--- config.mk ---
export PLATFORM = sky130hd
export DESIGN_NAME = gregorian_day_difference
export DESIGN_NICKNAME = d
export VERILOG_FILES = /design/src/gdd_pkg.sv /design/src/gregorian_day_difference.sv /design/src/gdd_day_number.sv
export VERILOG_INCLUDE_DIRS = /design/src /design/src/src
export SDC_FILE = /design/constraint.sdc
export NUM_CORES = 2
export LEC_CHECK = 0
export BUFFER_PORTS_ARGS = -buffer_cell sky130_fd_sc_hd__buf_2
export CAP_MARGIN = 20
export CORE_UTILIZATION = 40
export DETAILED_ROUTE_END_ITERATION = 10
export HOLD_SLACK_MARGIN = 0.06
export PLACE_DENSITY_LB_ADDON = 0.3
export SYNTH_ARGS = -nofsm -noshare
export SYNTH_HDL_FRONTEND = slang
export SYNTH_SLANG_ARGS = --single-unit
--- constraint.sdc ---
create_clock -name i_clk -period 13.3 [get_ports i_clk]
set_input_delay 2.66 -clock i_clk [delete_from_list [all_inputs] [get_ports i_clk]]
set_output_delay 2.66 -clock i_clk [all_outputs]
set_load 0.01 [all_outputs]
--- src/gregorian_day_difference_macros.svh ---
// Assertion macros shared by the day-count RTL.
// Included by the modules that assert; expects i_clk and i_rst_n in scope.
`ifndef GREGORIAN_DAY_DIFFERENCE_MACROS_SVH
`define GREGORIAN_DAY_DIFFERENCE_MACROS_SVH

// Same-cycle implication, checked on every clock edge out of reset.
`define GDD_ASSERT_IMPLIES(label, ante, cons) \
    label: assert property (@(posedge i_clk) disable iff (!i_rst_n) (ante) |-> (cons)) \
        else $error("gdd assertion failed");

// Implication with a delay given by the argument n.
`define GDD_ASSERT_DELAY(label, ante, n, cons) \
    label: assert property (@(posedge i_clk) disable iff (!i_rst_n) (ante) |-> ##n (cons)) \
        else $error("gdd assertion failed");

`endif

--- src/gdd_pkg.sv ---
// Package for the Gregorian day-count block: field widths, constants and
// the cumulative month table. No dependencies.
`timescale 1ns / 1ps

package gdd_pkg;

    localparam int DAY_W   = 5;
    localparam int MONTH_W = 4;
    localparam int YEAR_W  = 14;
    localparam int DIFF_W  = 23;
    localparam int DNUM_W  = 23;   // day number of a date, unsigned
    localparam int DOY_W   = 10;   // day of year, at most 397

    // x / 25 == (x * RECIP25) >> RECIP_SH for x below 43690
    localparam logic [12:0] RECIP25  = 13'd5243;
    localparam int          RECIP_SH = 17;

    localparam int LATENCY = 4;

    localparam logic signed [DIFF_W-1:0] DIFF_MAX = 23'sh3FFFFF;
    localparam logic signed [DIFF_W-1:0] DIFF_MIN = 23'sh400000;

    // Days in the full months before month m of a common year.
    function automatic logic [8:0] cum_days(input logic [MONTH_W-1:0] m);
        logic [8:0] r;
        case (m)
            4'd0:    r = 9'd0;
            4'd1:    r = 9'd0;
            4'd2:    r = 9'd31;
            4'd3:    r = 9'd59;
            4'd4:    r = 9'd90;
            4'd5:    r = 9'd120;
            4'd6:    r = 9'd151;
            4'd7:    r = 9'd181;
            4'd8:    r = 9'd212;
            4'd9:    r = 9'd243;
            4'd10:   r = 9'd273;
            4'd11:   r = 9'd304;
            4'd12:   r = 9'd334;
            default: r = 9'd365;
        endcase
        return r;
    endfunction

endpackage

--- src/gregorian_day_difference.sv ---
// Top level of the Gregorian day-count block: two day-number lanes and a
// subtract / saturate stage. Uses gdd_pkg, gdd_day_number and the macros.
//
//  channel  | direction | handshake               | payload
//  ---------+-----------+-------------------------+----------------------------
//  item in  | in        | start, busy (always low)| i_first_*, i_second_*
//  result   | out       | o_done strobe, 1 cycle  | o_day_difference (signed)
//  config   | in        | i_cfg_wr_en             | i_cfg_wr_data (count_end_day)
//
// One item per cycle; each result leaves the subtract/saturate stage after the
// three stages of the day-number lanes, once its item is taken.
// Synchronous active-low reset clears the valid chain and the config bit;
// data registers are not reset. busy is tied low: nothing stalls, and the
// receiver must take every strobed result.
`timescale 1ns / 1ps

`include "gregorian_day_difference_macros.svh"

module gregorian_day_difference (
    input  logic                                  i_clk,
    input  logic                                  i_rst_n,
    input  logic                                  start,
    output logic                                  busy,
    input  logic [gdd_pkg::DAY_W-1:0]             i_first_day,
    input  logic [gdd_pkg::MONTH_W-1:0]           i_first_month,
    input  logic [gdd_pkg::YEAR_W-1:0]            i_first_year,
    input  logic [gdd_pkg::DAY_W-1:0]             i_second_day,
    input  logic [gdd_pkg::MONTH_W-1:0]           i_second_month,
    input  logic [gdd_pkg::YEAR_W-1:0]            i_second_year,
    input  logic                                  i_cfg_wr_en,
    input  logic                                  i_cfg_wr_data,
    output logic                                  o_done,
    output logic signed [gdd_pkg::DIFF_W-1:0]     o_day_difference
);

    // config: count both end dates
    logic r_count_end;

    always_ff @(posedge i_clk) begin
        if (!i_rst_n) begin
            r_count_end <= 1'b0;
        end else if (i_cfg_wr_en) begin
            r_count_end <= i_cfg_wr_data;
        end
    end

    assign busy = 1'b0;

    // valid chain alongside the three lane stages
    logic [2:0] r_vld;
    logic       r_done;

    always_ff @(posedge i_clk) begin
        if (!i_rst_n) begin
            r_vld  <= 3'b000;
            r_done <= 1'b0;
        end else begin
            r_vld  <= {r_vld[1:0], start && !busy};
            r_done <= r_vld[2];
        end
    end

    logic [gdd_pkg::DNUM_W-1:0] dn_first;
    logic [gdd_pkg::DNUM_W-1:0] dn_second;

    gdd_day_number u_first (
        .i_clk        (i_clk),
        .i_rst_n      (i_rst_n),
        .i_day        (i_first_day),
        .i_month      (i_first_month),
        .i_year       (i_first_year),
        .o_day_number (dn_first)
    );

    gdd_day_number u_second (
        .i_clk        (i_clk),
        .i_rst_n      (i_rst_n),
        .i_day        (i_second_day),
        .i_month      (i_second_month),
        .i_year       (i_second_year),
        .o_day_number (dn_second)
    );

    // stage 4: signed difference, end-day count, clamp to the result width
    logic signed [24:0] n_raw;
    logic signed [gdd_pkg::DIFF_W-1:0] n_diff;
    logic signed [gdd_pkg::DIFF_W-1:0] r_diff;

    assign n_raw = $signed({2'b00, dn_second}) - $signed({2'b00, dn_first})
                 + $signed({24'd0, r_count_end});

    always_comb begin
        if (n_raw > 25'(gdd_pkg::DIFF_MAX)) begin
            n_diff = gdd_pkg::DIFF_MAX;
        end else if (n_raw < 25'(gdd_pkg::DIFF_MIN)) begin
            n_diff = gdd_pkg::DIFF_MIN;
        end else begin
            n_diff = n_raw[gdd_pkg::DIFF_W-1:0];
        end
    end

    always_ff @(posedge i_clk) begin
        r_diff <= n_diff;
    end

    assign o_done           = r_done;
    assign o_day_difference = r_diff;

    `GDD_ASSERT_DELAY(a_item_done, start && !busy, 4, o_done)
    `GDD_ASSERT_DELAY(a_no_spurious, !start, 4, !o_done)

endmodule

--- src/gdd_day_number.sv ---
// Three-stage day number of one date: days of all years before it plus
// day of year. Uses gdd_pkg and gregorian_day_difference_macros.svh.
`timescale 1ns / 1ps

`include "gregorian_day_difference_macros.svh"

module gdd_day_number (
    input  logic                            i_clk,
    input  logic                            i_rst_n,
    input  logic [gdd_pkg::DAY_W-1:0]       i_day,
    input  logic [gdd_pkg::MONTH_W-1:0]     i_month,
    input  logic [gdd_pkg::YEAR_W-1:0]      i_year,
    output logic [gdd_pkg::DNUM_W-1:0]      o_day_number
);

    // stage 1: quotient products
    logic [12:0] n_a;   // (y + 99) / 4
    logic [10:0] n_b;   // (y + 399) / 16
    logic [25:0] r1_pa;
    logic [23:0] r1_pb;
    logic [24:0] r1_pc;
    logic [22:0] r1_pe;
    logic [12:0] r1_q4;
    logic [gdd_pkg::DNUM_W-1:0]  r1_y365;
    logic [gdd_pkg::YEAR_W-1:0]  r1_y;
    logic [gdd_pkg::MONTH_W-1:0] r1_m;
    logic [gdd_pkg::DAY_W-1:0]   r1_d;

    assign n_a = 13'((15'(i_year) + 15'd99) >> 2);
    assign n_b = 11'((15'(i_year) + 15'd399) >> 4);

    always_ff @(posedge i_clk) begin
        r1_pa   <= 26'(n_a) * 26'(gdd_pkg::RECIP25);
        r1_pb   <= 24'(n_b) * 24'(gdd_pkg::RECIP25);
        r1_pc   <= 25'(i_year[13:2]) * 25'(gdd_pkg::RECIP25);
        r1_pe   <= 23'(i_year[13:4]) * 23'(gdd_pkg::RECIP25);
        r1_q4   <= 13'((15'(i_year) + 15'd3) >> 2);
        r1_y365 <= 23'(i_year) * 23'd365;
        r1_y    <= i_year;
        r1_m    <= i_month;
        r1_d    <= i_day;
    end

    // stage 2: leap flag, days before year, day of year
    logic [8:0]  q100;
    logic [6:0]  q400;
    logic [7:0]  qc;     // (y / 4) / 25
    logic [5:0]  qe;     // (y / 16) / 25
    logic        n_cent;
    logic        n_quad;
    logic        n_leap;
    logic [gdd_pkg::DNUM_W-1:0] n_dby;
    logic [gdd_pkg::DOY_W-1:0]  n_doy;
    logic [gdd_pkg::DNUM_W-1:0] r2_dby;
    logic [gdd_pkg::DOY_W-1:0]  r2_doy;
    logic                       r2_leap;

    assign q100 = r1_pa[25:gdd_pkg::RECIP_SH];
    assign q400 = r1_pb[23:gdd_pkg::RECIP_SH];
    assign qc   = r1_pc[24:gdd_pkg::RECIP_SH];
    assign qe   = r1_pe[22:gdd_pkg::RECIP_SH];

    // divisible by 100 / by 400, given divisible by 4 / by 16
    assign n_cent = (13'(qc) * 13'd25) == 13'(r1_y[13:2]);
    assign n_quad = (r1_y[3:2] == 2'b00) && ((11'(qe) * 11'd25) == 11'(r1_y[13:4]));
    assign n_leap = (r1_y[1:0] == 2'b00) && (!n_cent || n_quad);

    assign n_dby = r1_y365 + 23'(r1_q4) - 23'(q100) + 23'(q400);
    assign n_doy = 10'(gdd_pkg::cum_days(r1_m))
                 + 10'(n_leap && (r1_m > 4'd2))
                 + 10'(r1_d);

    always_ff @(posedge i_clk) begin
        r2_dby  <= n_dby;
        r2_doy  <= n_doy;
        r2_leap <= n_leap;
    end

    // stage 3: day number
    logic [gdd_pkg::DNUM_W-1:0] r3_dn;

    always_ff @(posedge i_clk) begin
        r3_dn <= r2_dby + 23'(r2_doy);
    end

    assign o_day_number = r3_dn;

    `GDD_ASSERT_IMPLIES(a_leap_div4, r2_leap, $past(r1_y[1:0]) == 2'b00)
    `GDD_ASSERT_IMPLIES(a_doy_range, 1'b1, r2_doy <= 10'd397)

endmodule
==> results.sh <==
export IMPL_routabilityCongestion=0.8893
export IMPL_finalClockSkew_ns=0.01531
export IMPL_crit_type="in2reg"
export IMPL_fin_crit_ns=9.175
export IMPL_io_buffers=74
export IMPL_ys_ff_latch=332
export IMPL_ant_nets=0
export IMPL_synth_area_leaders="ha_1 (28%), fa_1 (22%), dfxtp_1 (17%)"
export IMPL_final_hold_viol_count=0
export IMPL_vias=26750
export IMPL_die_w_um=319.3
export IMPL_dieArea_um2=101900
export IMPL_pre_cts_ws_ns=3.432
export IMPL_r2r_slack_ns=7.35
export IMPL_yosysMostFrequentCell="inv_1"
export IMPL_path_max_fanout=9
export IMPL_cts_sinks=332
export IMPL_ys_flop_type="dfxtp_1"
export IMPL_rows=116
export IMPL_maxCapViolations=0
export IMPL_startpoint="i_first_year[3]"
export IMPL_fp_dieH_um=319.3
export IMPL_fin_crit_sh_pct=68.98
export IMPL_cts_buffer_depth=3
export IMPL_tightest_slew_ns=1.025
export IMPL_netlist_area_leader_share_pct=27.72
export IMPL_core_um2=99860
export IMPL_yosys_top_cells_count="inv_1 (983), ha_1 (892), fa_1 (440), dfxtp_1 (332), xnor2_1 (228)"
export IMPL_ctsResizeCount=0
export IMPL_yosys_warnings=0
export IMPL_clkTransAtPathRegs_ns=0.06
export IMPL_initial_core_util_pct=40.32
export IMPL_grt_total_usage_pct=16.82
export IMPL_wl_per_cell_um=14.78
export IMPL_final_max_slew_viol_count=0
export IMPL_syn_nets=5535
export IMPL_crit_path_top_delay_cell="fa_1"
export IMPL_ioPinCount=76
export IMPL_relSlewSlack_pct=31.17
export IMPL_hp_class="reg2reg"
export IMPL_clk_insertion_delay_late_ns=0.58
export IMPL_synth_area_um2=40260
export IMPL_area_growth_pct=8.130
export IMPL_wirelength_um=82420
export IMPL_nNetsFinal=5628
export IMPL_cpMostUsedCell="inv_1"
export IMPL_grt_max_degree=23
export IMPL_dr_first_iter_drc_count=1055
export IMPL_ys_types=89
export IMPL_post_synth_top_area_cell="ha_1"
export IMPL_diodes=0
export IMPL_first_pass_iters=6
export IMPL_grt_pass1_wl_um=140100
export IMPL_synthArstFlopShare_pct=0
export IMPL_fmax_mhz=109.0
export IMPL_cts_hold_buf=0
export IMPL_syn_avg_cell_area_um2=9.696
export IMPL_post_cts_setup_buffers=0
export IMPL_synthCells=4152
export IMPL_first_global_vias=27870
export IMPL_required_ns=13.74
export IMPL_cts_buffers_inserted=42
export IMPL_cp_start_kind="input pin"
export IMPL_grt_overflow=0
export IMPL_cts_tree="done"
export IMPL_remaining_drc_errors=0
export IMPL_hold_start="u_second.r2_dby[22]$_DFF_P_"
export IMPL_rsz0062_at_grt="no"
export IMPL_ys_seq_area_share_pct=16.51
export IMPL_synth_enable_flop_cells=0
export IMPL_cts_root_buf="clkbuf_16"
export IMPL_cp_arrival_ns=9.61
export IMPL_setup_viol=0
export IMPL_drive_gt1_share_pct=5.097
export IMPL_slowest_delay_ns=0.54
export IMPL_crit_path_end_kind="flop"
export IMPL_layout_setup_ws_ns=4.125
export IMPL_r2r_start="u_first.r1_pc[19]$_DFF_P_"
export IMPL_hpwl_um=70900
export IMPL_viasPerCell=4.799
export IMPL_status="finished, final reports clean"
export IMPL_tns_ns=0
export IMPL_antenna_found_initial=1
export IMPL_h_tree_depth=2
-- path summary, 6_finish.rpt --
path	end	depth (start not counted)
max	u_first.r1_pb[23]$_DFF_P_	31
min	u_second.o_day_number[22]$_DFF_P_	1
max reg2reg	u_first.r2_doy[6]$_DFF_P_	21
min reg2reg	u_second.o_day_number[22]$_DFF_P_	1
-- cell families (layout without fill, tap and decap cells) --
logic type	count (synthesis)	count (layout)	synth area share, %
compound gates	545	545	9.314
xor+xnor	322	322	7.005
fa+ha+maj	1332	1332	49.60
buf+inv	1016	1141	9.600
flops	332	332	16.51
mux	22	22	0.6309
other cells	1	1	0.009315
simple gates	582	582	7.328
-- layer usage --
layer / global-route usage (%) / share of wire (%) / wire (µm)
met4: 3.942 / 2.0 / 1638
met5: 0 / 0.015 / 12
met3: 1.721 / 2.9 / 2401
met2: 28.30 / 46 / 37950
met1: 23.08 / 49 / 40430
-- state kept, by name, summed over array words and instances, names as in the netlist, 12 cells and up, named ones only --
| register | count |
|---|---|
| u_first.r2_dby | 23 |
| u_first.r1_y365 | 23 |
| u_second.r1_y365 | 23 |
| u_second.r2_dby | 23 |
| u_first.r1_q4 | 12 |
| u_second.o_day_number | 23 |
| o_day_difference | 23 |
| u_second.r1_q4 | 12 |
| u_first.o_day_number | 23 |
-- layout by cell type, fill, tap and decap left out, types with 8 or more instances in the layout --
cell type    n
o211ai_2    20
xnor2_1    228
and3_1      38
nor2b_1     32
mux2i_1     13
a31oi_1     21
o21bai_1    18
nand2_1    113
buf_4        8
xor2_1      94
or3_1       19
nand2b_1    27
o21a_1      26
buf_2       74
nand3_1     49
o211ai_1    20
a21boi_0    21
or2_2       11
a211oi_1    18
inv_1      983
clkbuf_1    10
clkbuf_16   42
a21oi_1    125
a2111oi_0    8
o2111ai_1    8
a21o_1      89
fa_1       440
dfxtp_1    332
nor2_1     156
nor4_1       9
nor3_1      52
o21ai_0     94
and2_1      17
ha_1       892
o31ai_1      8
nand4_1     22
-- per-stage QoR --
step                      util, %  hold WS (ns)  instances  area (µm²)
after floorplan                 -        0.4057       4152       40260
after global placement      42.20        0.4149       5499       42140
after detailed placement    42.20        0.4214       5499       42140
after CTS                   43.59        0.4360       5575       43530
after global routing        43.59        0.4558       5575       43530
final                       43.59        0.4326       5575       43530
-- worst max-delay path, delay by kind of cell --
family,cells,cell delay [ns]
buf+inv,6,0.63
xor+xnor,2,0.54
compound gates,10,2.15
simple gates,6,0.75
fa+ha+maj,7,2.85
-- final cells by class --
type / instances / area (µm²)
Clock buffer: 57 / 1157
Timing Repair Buffer: 82 / 430.4
Sequential cell: 332 / 6646
Inverter: 983 / 3690
Clock inverter: 19 / 236.5
Tap cell: 1298 / 1624
Fill cell: 9607 / 56320
Multi-Input combinational cell: 2804 / 29750
Power is left out: the tool's default activity adds up to more than one toggle a clock period on the data nets, which glitch-free logic cannot reach.
